<file path="src/hdl/mpdi_pkg.sv">
`timescale 1ns / 1ps
// ----------------------------------------------------------------------------
// Mate-pair dedup insert package
// Shared widths, default sizes, status codes, FSM states and the
// command/status bundles between the controller and the datapath.
// ----------------------------------------------------------------------------
package mpdi_pkg;

  // Default sizes of the table and the stored identifier
  localparam int TABLE_DEPTH_DEF = 16;
  localparam int ID_BITS_DEF     = 40;

  // Field widths of the stream payloads
  localparam int MATE_ID_W = 40;
  localparam int ORIENT_W  = 2;
  localparam int DATASET_W = 8;
  localparam int STATUS_W  = 2;
  localparam int SLOT_W    = 4;
  localparam int COUNT_W   = 5;

  // Packed stream widths, padded to whole bytes
  localparam int S_TDATA_W = 56;
  localparam int M_TDATA_W = 16;

  // Result status codes
  typedef enum logic [STATUS_W-1:0] {
    STATUS_APPENDED = 2'd0,
    STATUS_PRESENT  = 2'd1,
    STATUS_FULL     = 2'd2
  } status_e;

  // Controller states
  typedef enum logic [1:0] {
    ST_IDLE,
    ST_SCAN,
    ST_FINISH
  } ctrl_state_e;

  // Controller to datapath commands
  typedef struct packed {
    logic load;    // capture the offered record and restart the scan
    logic scan;    // step the table scan by one slot
    logic commit;  // publish the result and append if needed
  } ctrl_cmd_t;

  // Datapath to controller status
  typedef struct packed {
    logic hit;        // the entry read last cycle matches the record
    logic exhausted;  // every stored entry has been compared
    logic out_free;   // the output register can take a result
  } ctrl_sts_t;

endpackage

</file>
<file path="src/hdl/mate_pair_dedup_insert_top.sv">
`timescale 1ns / 1ps
// Sequence: accept the record, scan the stored entries in slot order (ending early
// on a match), then publish the result into the output register once it is free.
// Throughput: one record in flight; a new record is accepted only once the
// last result is published. The scan reads the table RAM one entry per cycle.
// Reset: asynchronous, active low; empties the table (count zero) and drops
// any pending result. Table contents are not cleared.
// ----------------------------------------------------------------------------
// Mate-pair dedup insert top level
// Appends distinct {id, orientation, dataset} records to a fixed-depth table
// and reports appended, already present or table full.
// ----------------------------------------------------------------------------
module mate_pair_dedup_insert_top #(
  parameter int TABLE_DEPTH = mpdi_pkg::TABLE_DEPTH_DEF,
  parameter int ID_BITS     = mpdi_pkg::ID_BITS_DEF
) (
  input  logic                           clk_i,
  input  logic                           rst_ni,
  input  logic                           s_axis_tvalid_i,
  output logic                           s_axis_tready_o,
  // [39:0] mate_id, [41:40] mate_orientation, [49:42] dataset_index
  input  logic [mpdi_pkg::S_TDATA_W-1:0] s_axis_tdata_i,
  output logic                           m_axis_tvalid_o,
  input  logic                           m_axis_tready_i,
  // [1:0] status, [5:2] entry_slot, [10:6] entry_count
  output logic [mpdi_pkg::M_TDATA_W-1:0] m_axis_tdata_o
);

  import mpdi_pkg::*;

  ctrl_cmd_t cmd;
  ctrl_sts_t sts;

  // Sequencer
  mpdi_ctrl u_ctrl (
    .clk_i      (clk_i),
    .rst_ni     (rst_ni),
    .s_tvalid_i (s_axis_tvalid_i),
    .s_tready_o (s_axis_tready_o),
    .sts_i      (sts),
    .cmd_o      (cmd)
  );

  // Table, compare and result path
  mpdi_datapath #(
    .TABLE_DEPTH (TABLE_DEPTH),
    .ID_BITS     (ID_BITS)
  ) u_datapath (
    .clk_i      (clk_i),
    .rst_ni     (rst_ni),
    .s_tdata_i  (s_axis_tdata_i),
    .m_tvalid_o (m_axis_tvalid_o),
    .m_tready_i (m_axis_tready_i),
    .m_tdata_o  (m_axis_tdata_o),
    .cmd_i      (cmd),
    .sts_o      (sts)
  );

  // One record in flight: no new transfer right after an accepted one
  assert property (@(posedge clk_i) disable iff (!rst_ni)
    (s_axis_tvalid_i && s_axis_tready_o) |=> !s_axis_tready_o)
    else $error("input accepted while a record is in progress");

  // Commands are mutually exclusive
  assert property (@(posedge clk_i) disable iff (!rst_ni)
    $onehot0({cmd.load, cmd.scan, cmd.commit}))
    else $error("controller issued overlapping commands");

  // A result is published only into a free output register
  assert property (@(posedge clk_i) disable iff (!rst_ni)
    cmd.commit |-> sts.out_free)
    else $error("result overwrote a pending output");

  // A refused record reports a full table
  assert property (@(posedge clk_i) disable iff (!rst_ni)
    (m_axis_tvalid_o && (m_axis_tdata_o[STATUS_W-1:0] == STATUS_FULL)) |->
      (m_axis_tdata_o[STATUS_W+SLOT_W+COUNT_W-1:STATUS_W+SLOT_W] ==
       COUNT_W'(TABLE_DEPTH)))
    else $error("full status with a table that is not full");

endmodule

</file>
<file path="src/hdl/mpdi_ram.sv">
`timescale 1ns / 1ps
// ----------------------------------------------------------------------------
// Generic RAM
// One write port and one read port with registered read data.
// ----------------------------------------------------------------------------
module mpdi_ram #(
  parameter int WIDTH = 8,
  parameter int DEPTH = 16,
  parameter int AW    = (DEPTH > 1) ? $clog2(DEPTH) : 1
) (
  input  logic             clk_i,
  input  logic             we_i,
  input  logic [AW-1:0]    waddr_i,
  input  logic [WIDTH-1:0] wdata_i,
  input  logic             re_i,
  input  logic [AW-1:0]    raddr_i,
  output logic [WIDTH-1:0] rdata_o
);

  logic [WIDTH-1:0] mem_q [DEPTH];
  logic [WIDTH-1:0] rdata_q;

  // Write port
  always_ff @(posedge clk_i) begin
    if (we_i) begin
      mem_q[waddr_i] <= wdata_i;
    end
  end

  // Registered read port
  always_ff @(posedge clk_i) begin
    if (re_i) begin
      rdata_q <= mem_q[raddr_i];
    end
  end

  assign rdata_o = rdata_q;

endmodule

</file>
<file path="src/hdl/mpdi_ctrl.sv">
`timescale 1ns / 1ps
// ----------------------------------------------------------------------------
// Mate-pair dedup insert controller
// Sequences one record at a time: accept, scan the table, publish the result.
// ----------------------------------------------------------------------------
module mpdi_ctrl (
  input  logic               clk_i,
  input  logic               rst_ni,
  input  logic               s_tvalid_i,
  output logic               s_tready_o,
  input  mpdi_pkg::ctrl_sts_t sts_i,
  output mpdi_pkg::ctrl_cmd_t cmd_o
);

  import mpdi_pkg::*;

  ctrl_state_e state_q, state_d;

  // State register
  always_ff @(posedge clk_i or negedge rst_ni) begin
    if (!rst_ni) begin
      state_q <= ST_IDLE;
    end else begin
      state_q <= state_d;
    end
  end

  // Next state and commands
  always_comb begin
    state_d    = state_q;
    cmd_o      = '0;
    s_tready_o = 1'b0;
    case (state_q)
      ST_IDLE: begin
        s_tready_o = 1'b1;
        if (s_tvalid_i) begin
          cmd_o.load = 1'b1;
          state_d    = ST_SCAN;
        end
      end
      ST_SCAN: begin
        cmd_o.scan = 1'b1;
        if (sts_i.hit || sts_i.exhausted) begin
          state_d = ST_FINISH;
        end
      end
      ST_FINISH: begin
        if (sts_i.out_free) begin
          cmd_o.commit = 1'b1;
          state_d      = ST_IDLE;
        end
      end
      default: begin
        state_d = ST_IDLE;
      end
    endcase
  end

endmodule

</file>
<file path="src/hdl/mpdi_datapath.sv">
`timescale 1ns / 1ps
// ----------------------------------------------------------------------------
// Mate-pair dedup insert datapath
// Holds the offered record, the entry count, the scan pointer, the table RAM
// and the output register.
// ----------------------------------------------------------------------------
module mpdi_datapath #(
  parameter int TABLE_DEPTH = mpdi_pkg::TABLE_DEPTH_DEF,
  parameter int ID_BITS     = mpdi_pkg::ID_BITS_DEF
) (
  input  logic                            clk_i,
  input  logic                            rst_ni,
  input  logic [mpdi_pkg::S_TDATA_W-1:0]  s_tdata_i,
  output logic                            m_tvalid_o,
  input  logic                            m_tready_i,
  output logic [mpdi_pkg::M_TDATA_W-1:0]  m_tdata_o,
  input  mpdi_pkg::ctrl_cmd_t             cmd_i,
  output mpdi_pkg::ctrl_sts_t             sts_o
);

  import mpdi_pkg::*;

  localparam int KW  = (ID_BITS < MATE_ID_W) ? ID_BITS : MATE_ID_W;
  localparam int RW  = KW + ORIENT_W + DATASET_W;
  localparam int IW  = (TABLE_DEPTH > 1) ? $clog2(TABLE_DEPTH) : 1;
  localparam int CW  = $clog2(TABLE_DEPTH + 1);
  localparam int PAD = M_TDATA_W - STATUS_W - SLOT_W - COUNT_W;

  logic [RW-1:0] rec_q, rec_in;
  logic [CW-1:0] count_q, count_d;
  logic [CW-1:0] scan_idx_q;
  logic          cmp_valid_q;
  logic [IW-1:0] cmp_idx_q;
  logic          found_q;
  logic [IW-1:0] found_slot_q;
  logic          rd_en;
  logic [RW-1:0] rd_data;
  logic          more;
  logic          full;
  logic          append;
  status_e       status;
  logic [IW-1:0] slot;
  logic [IW+SLOT_W-1:0]  slot_wide;
  logic [CW+COUNT_W-1:0] count_wide;
  logic                  out_valid_q;
  logic [M_TDATA_W-1:0]  out_data_q;

  // Unpack the offered record, keeping the low identifier bits
  assign rec_in = {s_tdata_i[MATE_ID_W+ORIENT_W+DATASET_W-1:MATE_ID_W+ORIENT_W],
                   s_tdata_i[MATE_ID_W+ORIENT_W-1:MATE_ID_W],
                   s_tdata_i[KW-1:0]};

  // Scan: read one stored entry per cycle, compare it the cycle after
  assign more  = (scan_idx_q < count_q);
  assign rd_en = cmd_i.scan && more;

  // Finish the scan as soon as the last entry has been compared without a hit
  assign sts_o.hit       = cmp_valid_q && (rd_data == rec_q);
  assign sts_o.exhausted = !more && !sts_o.hit;
  assign sts_o.out_free  = !out_valid_q || m_tready_i;

  // Resolve the result
  assign full   = (count_q == CW'(TABLE_DEPTH));
  assign append = cmd_i.commit && !found_q && !full;
  assign count_d = append ? count_q + CW'(1) : count_q;

  always_comb begin
    if (found_q) begin
      status = STATUS_PRESENT;
      slot   = found_slot_q;
    end else if (full) begin
      status = STATUS_FULL;
      slot   = '0;
    end else begin
      status = STATUS_APPENDED;
      slot   = count_q[IW-1:0];
    end
  end

  // Mask slot and count to the result field widths
  assign slot_wide  = {{SLOT_W{1'b0}}, slot};
  assign count_wide = {{COUNT_W{1'b0}}, count_d};

  // Table storage
  mpdi_ram #(
    .WIDTH (RW),
    .DEPTH (TABLE_DEPTH),
    .AW    (IW)
  ) u_table (
    .clk_i   (clk_i),
    .we_i    (append),
    .waddr_i (count_q[IW-1:0]),
    .wdata_i (rec_q),
    .re_i    (rd_en),
    .raddr_i (scan_idx_q[IW-1:0]),
    .rdata_o (rd_data)
  );

  // Control registers
  always_ff @(posedge clk_i or negedge rst_ni) begin
    if (!rst_ni) begin
      count_q     <= '0;
      cmp_valid_q <= 1'b0;
      out_valid_q <= 1'b0;
    end else begin
      count_q     <= count_d;
      cmp_valid_q <= rd_en;
      if (cmd_i.commit) begin
        out_valid_q <= 1'b1;
      end else if (m_tready_i) begin
        out_valid_q <= 1'b0;
      end
    end
  end

  // Record, scan pointer and match capture
  always_ff @(posedge clk_i) begin
    if (cmd_i.load) begin
      rec_q      <= rec_in;
      scan_idx_q <= '0;
      found_q    <= 1'b0;
    end else begin
      if (rd_en) begin
        scan_idx_q <= scan_idx_q + CW'(1);
      end
      if (cmd_i.scan && sts_o.hit) begin
        found_q      <= 1'b1;
        found_slot_q <= cmp_idx_q;
      end
    end
    if (rd_en) begin
      cmp_idx_q <= scan_idx_q[IW-1:0];
    end
  end

  // Output register
  always_ff @(posedge clk_i) begin
    if (cmd_i.commit) begin
      out_data_q <= {{PAD{1'b0}}, count_wide[COUNT_W-1:0],
                     slot_wide[SLOT_W-1:0], status};
    end
  end

  assign m_tvalid_o = out_valid_q;
  assign m_tdata_o  = out_data_q;

endmodule

</file>
<file path="config.mk">
export PLATFORM = sky130hd
export DESIGN_NAME = mate_pair_dedup_insert_top
export DESIGN_NICKNAME = d
export VERILOG_FILES = /design/src/hdl/mpdi_pkg.sv /design/src/hdl/mate_pair_dedup_insert_top.sv /design/src/hdl/mpdi_ram.sv /design/src/hdl/mpdi_ctrl.sv /design/src/hdl/mpdi_datapath.sv
export SDC_FILE = /design/constraint.sdc
export NUM_CORES = 1
export LEC_CHECK = 0
export BUFFER_PORTS_ARGS = -buffer_cell sky130_fd_sc_hd__buf_2
export CELL_PAD_IN_SITES_DETAIL_PLACEMENT = 1
export CELL_PAD_IN_SITES_GLOBAL_PLACEMENT = 1
export CORE_ASPECT_RATIO = 0.6
export CORE_UTILIZATION = 55
export DETAILED_ROUTE_END_ITERATION = 6
export PLACE_DENSITY = 0.82
export SLEW_MARGIN = 20
export SYNTH_ARGS = -nofsm -noshare
export SYNTH_HDL_FRONTEND = slang
export SYNTH_SLANG_ARGS = --single-unit
export TNS_END_PERCENT = 20
</file>
<file path="constraint.sdc">
create_clock -name clk_i -period 13.2 [get_ports clk_i]
set_input_delay 3.96 -clock clk_i [delete_from_list [all_inputs] [get_ports clk_i]]
set_output_delay 3.96 -clock clk_i [all_outputs]
set_load 0.02 [all_outputs]
</file>
Word-level counts from Yosys, hierarchy flattened
Memory sizes are Yosys's and may differ from the RTL's. A register that Yosys moved wholly into a read port is not among the register bits.
Cells that the tools add are included.
{"block": "word_totals", "regBits": 84, "ram_bits": 800, "output_inout_bits": 18, "word_cells": 58, "mem_count": 1}
{"memory": "u_datapath.u_table.mem_q", "words": 16, "word_bits": 50, "read_ports": 1, "rd_clocked_by_memory_dff": 1, "write_ports": 1, "line": "mpdi_ram.sv:20", "source": "logic [WIDTH-1:0] mem_q [DEPTH];"}
{"block": "op_classes", "add_sub_neg": 2, "order_cmp": 1, "n_eq_ne": 7, "n_mux": 18, "bitwise": 1, "reduce_logical": 17}
{"operator": "$eq A50 B50 Y1", "n": 1}
{"operator": "$add A5 B1 Y5 const B", "n": 2}
{"operator": "$mux W1", "n": 10}
{"operator": "$mux W2", "n": 4}
{"operator": "$mux W4", "n": 2}
{"operator": "$logic_and A1 B1 Y1", "n": 6}
{"operator": "$pmux W2 S3", "n": 1}
{"operator": "$eq A5 B5 Y1 const B", "n": 1}
{"operator": "$logic_not A1 Y1", "n": 5}
{"operator": "$lt A5 B5 Y1", "n": 1}
{"operator": "$mux W5", "n": 1}
{"operator": "$ne A2 B2 Y1 const B", "n": 2}
{"operator": "$reduce_and A3 Y1", "n": 1}
{"operator": "$eq A2 B1 Y1 const B", "n": 1}
{"operator": "$eq A2 B2 Y1 const B", "n": 1}
{"operator": "$logic_not A2 Y1", "n": 1}
{"operator": "$logic_or A1 B1 Y1", "n": 2}
{"operator": "$ne A2 B1 Y1 const B", "n": 1}
{"operator": "$reduce_and A2 Y1", "n": 1}
{"operator": "$reduce_bool A2 Y1", "n": 1}
{"operator": "$not A1 Y1", "n": 1}

Depth between registers and ports, before layout
{"block": "logic_depth", "ltp_word": 8, "depth_mapped": 9, "mapped_depth_nobuf": 8}

Cells and area by module
From an unflattened synthesis, not the netlist that was laid out.
{"block": "unflattened", "cells_unflattened": 1548, "hier_area_um2": 35078.6}
{"mod": "mpdi_ram", "instances": 1, "cells_each": 1294, "area_per_inst_um2": 31412.6, "seq_area_each_um2": 25524.5}
{"mod": "mpdi_datapath", "instances": 1, "cells_each": 242, "area_per_inst_um2": 3555.9, "seq_area_each_um2": 2367.3}
{"mod": "mpdi_ctrl", "instances": 1, "cells_each": 12, "area_per_inst_um2": 110.1, "seq_area_each_um2": 50.0}

Least setup slack after synthesis
No wires, ideal clock.
{"block": "synth_path", "kind": "in2reg", "startpoint": "in m_axis_tready_i", "endpoint": "mem u_datapath.u_table.mem_q[3][0] (netlist bit) (enable)", "arrival_ps": 8615, "t_required_ps": 12680, "path_slack_ps": 4065, "path_stages": 6, "n_path_buf": 1, "cell_sequence": "nand2b_1 > nor2b_1 > and2_1 > clkbuf_2 > nand2_1 > nor3_1"}
{"item": "from (decl)", "line": "mate_pair_dedup_insert_top.sv:24", "source": "input logic m_axis_tready_i,"}
{"item": "to (decl)", "line": "mpdi_ram.sv:20"}

==> reports/metrics.cfg <==
[worst_setup_path]
worstPathArrival_ns = 6.99
crit_buf_inv = 3
cp_data_required_time_ns = 13.45
cp-end-kind = flop
critPathMostFrequentCell = buf_4
cp_cell_sequence = buf_2 -> nand2b_1 -> nor2b_1 -> buf_4 -> and2_1 -> nand2_1 -> nor3_2 -> buf_4
worst-setup-path-type = input port to flop
cp-start-kind = input port
cpMaxStageDelayCell = nor3_2
cp_max_fo = 41
path_delay_family = simple AND/OR/NAND/NOR gates
critPathMaxStageDelay_ns = 0.85

[cts]
post_cts_resized = 0
clk_path_buf_depth = 3
clkLatencyLatePin_ns = 0.63
cts_root_buffer = clkbuf_16
clkTransAtPathRegs_ns = 0.07
cts.sinks = 934
holdBufCountCts = 0
cts.htree.levels = 3
postCtsSetupBuffers = 0
cts_tree = done
numCtsBuffers = 80

[global_routing]
grt_max_degree = 163
grt_first_pass_wirelength_mm = 115
antenna_found_initial = 2
grt_util_all_layers = 0.253
grt_pass1_vias = 16700
gr-total-overflow = 0

[finish]
syn_to_final_growth_pct = 11.2
fin_util = 0.621
drive_gt1_frac = 0.301
num-nets-final = 1590
fin_area_um2 = 39000

[power]
vdd_drop_max_uv = 156
power_density_nw_per_um2 = 202
total_power_uw = 7880
p_leak_uw = 0.0120

[synthesis]
synth.distinct_cells = 38
yosysWarnings = 0
syn_avg_cell_area_um2 = 24.9
synth_area_um2 = 35100
ys_async_sr_fraction = 0.00964
synthCells = 1411
synth.yosys.seq_area_share = 0.796
synth_seq_cells = 934
ys_dominant_reg_cell = edfxtp_1
synth_edf_count = 919

[floorplan]
die_h_um = 198
initial_core_util = 0.558
dieWidth_um = 328
rows = 71
dieArea_um2 = 64900
boundaryPins = 78
core_um2 = 62900

[detailed_routing]
firstDrtPassIters = 7
first_iter_violations = 1852
antenna_left = 0
drc = 20
vias = 15400
viasPerCell = 6.37
wl_per_cell_um = 32.7
routed_wl_mm = 79.3

[timing]
setup_tns_ns = 0
worst_pin_slew_ns = 1.17
finalSetupViolCount = 0
min_period_ns = 6.74
slew_violations = 0
slew-limit-headroom = 0.222
fin_crit_sh = 0.511
fmax_mhz = 148
hold_violations = 0
rsz0062_at_grt = false
fin_worst_skew_ns = 0.0174

[place]
dp_hpwl_mm = 38.8
port-buffer-count = 66
placed_area_um2 = 36400
gp_congestion = 0.730

[run]
maxCapViolations = 0

[run_status]
outcome = finished with violations
violations = DRC

[min_path]
hp-class = flop to flop

[where the power goes]
part	switching, uW	internal [uW]
logic	783	768
clock network	1040	1330
registers	283	3680
total	2100	5770
[per-layer routing]
metal,GRT usage,vias to the layer above,routed length (um)
li1,-,6224,-
met1,0.361,8498,33700
met2,0.410,624,39100
met3,0.0518,91,5320
met4,0.0568,0,1270
met5,0,-,0
[cells in the final DEF (no fill, tap or decap), types with 4 or more instances in the layout]
| cell type | synthesis | routed |
|---|---|---|
| xnor2_1 | 50 | 50 |
| edfxtp_1 | 919 | 919 |
| o21ai_0 | 5 | 5 |
| nor3_2 | 0 | 4 |
| clkinv_2 | 0 | 19 |
| conb_1 | 1 | 5 |
| dfrtp_1 | 9 | 9 |
| dfxtp_4 | 0 | 4 |
| mux4_2 | 250 | 250 |
| buf_2 | 6 | 66 |
| ha_1 | 9 | 9 |
| nand4_1 | 13 | 13 |
| xor2_1 | 4 | 4 |
| bufinv_16 | 0 | 9 |
| inv_1 | 9 | 9 |
| clkbuf_1 | 24 | 17 |
| nor2_1 | 21 | 9 |
| nand2_1 | 13 | 13 |
| nand2b_1 | 5 | 5 |
| clkbuf_16 | 0 | 83 |
| clkinv_1 | 0 | 15 |
| nor2_4 | 0 | 12 |
| buf_4 | 5 | 22 |
[metrics by stage]
stage                     hold WS [ns]  std cells  worst slack, ns
after detailed placement         0.410       2277             5.79
after floorplan                  0.400       1415             4.07
after global placement           0.409       2277             5.97
after global routing             0.428       2423             6.29
after CTS                        0.424       2422             6.47
final                            0.425       2424             6.46
[synth_stat cells, types with 2 or more instances]
| library cell | instances | area, um2 |
|---|---|---|
| nand3_1 | 3 | 15.0 |
| inv_1 | 9 | 33.8 |
| buf_1 | 11 | 41.3 |
| a22o_1 | 2 | 17.5 |
| nor4_1 | 3 | 18.8 |
| nor2_1 | 21 | 78.8 |
| ha_1 | 9 | 113 |
| buf_6 | 20 | 225 |
| nor3_1 | 5 | 25.0 |
| nor2b_1 | 2 | 12.5 |
| buf_4 | 5 | 37.5 |
| xor2_1 | 4 | 35.0 |
| buf_2 | 6 | 30.0 |
| mux4_2 | 250 | 5630 |
| nand4_1 | 13 | 81.3 |
| xnor2_1 | 50 | 438 |
| and2_1 | 3 | 18.8 |
| nand2_1 | 13 | 48.8 |
| nand2b_1 | 5 | 31.3 |
| dfxtp_1 | 6 | 120 |
| edfxtp_1 | 919 | 27600 |
| dfrtp_1 | 9 | 225 |
| clkbuf_1 | 24 | 90.1 |
| o21ai_0 | 5 | 25.0 |
[registers in the layout, indices dropped and copies added (netlist names)]
name,flops
u_datapath.m_tvalid_o,1
u_datapath.count_q,5
u_datapath.scan_idx_q,5
u_datapath.cmp_idx_q,4
u_datapath.u_table.rdata_o,50
u_datapath.m_tdata_o,11
u_datapath.found_q,1
u_datapath.u_table.mem_q,800
u_datapath.cmp_valid_q,1
u_datapath.rec_q,50
u_ctrl.state_q,2
u_datapath.found_slot_q,4
[cell families (layout without fill, tap and decap cells)]
group / after synthesis / in the layout / synth area share
AND/OR/NAND/NOR: 70 / 70 / 0.00977
multiplexers: 251 / 251 / 0.161
adder cells (fa/ha/maj): 9 / 9 / 0.00321
XOR/XNOR: 54 / 54 / 0.0135
buffers and inverters: 76 / 245 / 0.0132
flip-flops: 934 / 934 / 0.796
AO/OA/AOI/OAI: 16 / 16 / 0.00335
other: 1 / 6 / 0.000107
[layout make-up]
| type | instances | area, um2 |
|---|---|---|
| Antenna cell | 1 | 2.50 |
| Clock buffer | 100 | 2140 |
| Clock inverter | 45 | 454 |
| Fill cell | 4931 | 23900 |
| Inverter | 9 | 33.8 |
| Multi-Input combinational cell | 405 | 6830 |
| Sequential cell | 934 | 28000 |
| Tap cell | 839 | 1050 |
| Timing Repair Buffer | 91 | 563 |
[path summary, 6_finish.rpt]
kind / slack (ns) / startpoint / to / cells after the start
setup / recovery: 6.46 / m_axis_tready_i / u_datapath.u_table.mem_q[3][33]$_DFFE_PP_ / 8
hold / removal: 0.43 / u_datapath.cmp_idx_q[2]$_DFFE_PP_ / u_datapath.found_slot_q[2]$_DFFE_PP_ / 0
setup reg to reg: 8.63 / u_datapath.scan_idx_q[0]$_SDFFE_PP0P_ / u_datapath.u_table.rdata_o[19]$_DFFE_PP_ / 5
hold reg to reg: 0.43 / u_datapath.cmp_idx_q[2]$_DFFE_PP_ / u_datapath.found_slot_q[2]$_DFFE_PP_ / 0
max in group asynchronous: 9.82 / rst_ni / u_datapath.m_tvalid_o$_DFFE_PN0P_ / 1
min in group asynchronous: 3.19 / rst_ni / u_ctrl.state_q[1]$_DFFE_PN0P_ / 1
Note: power is estimated with default switching activity, not from simulation.
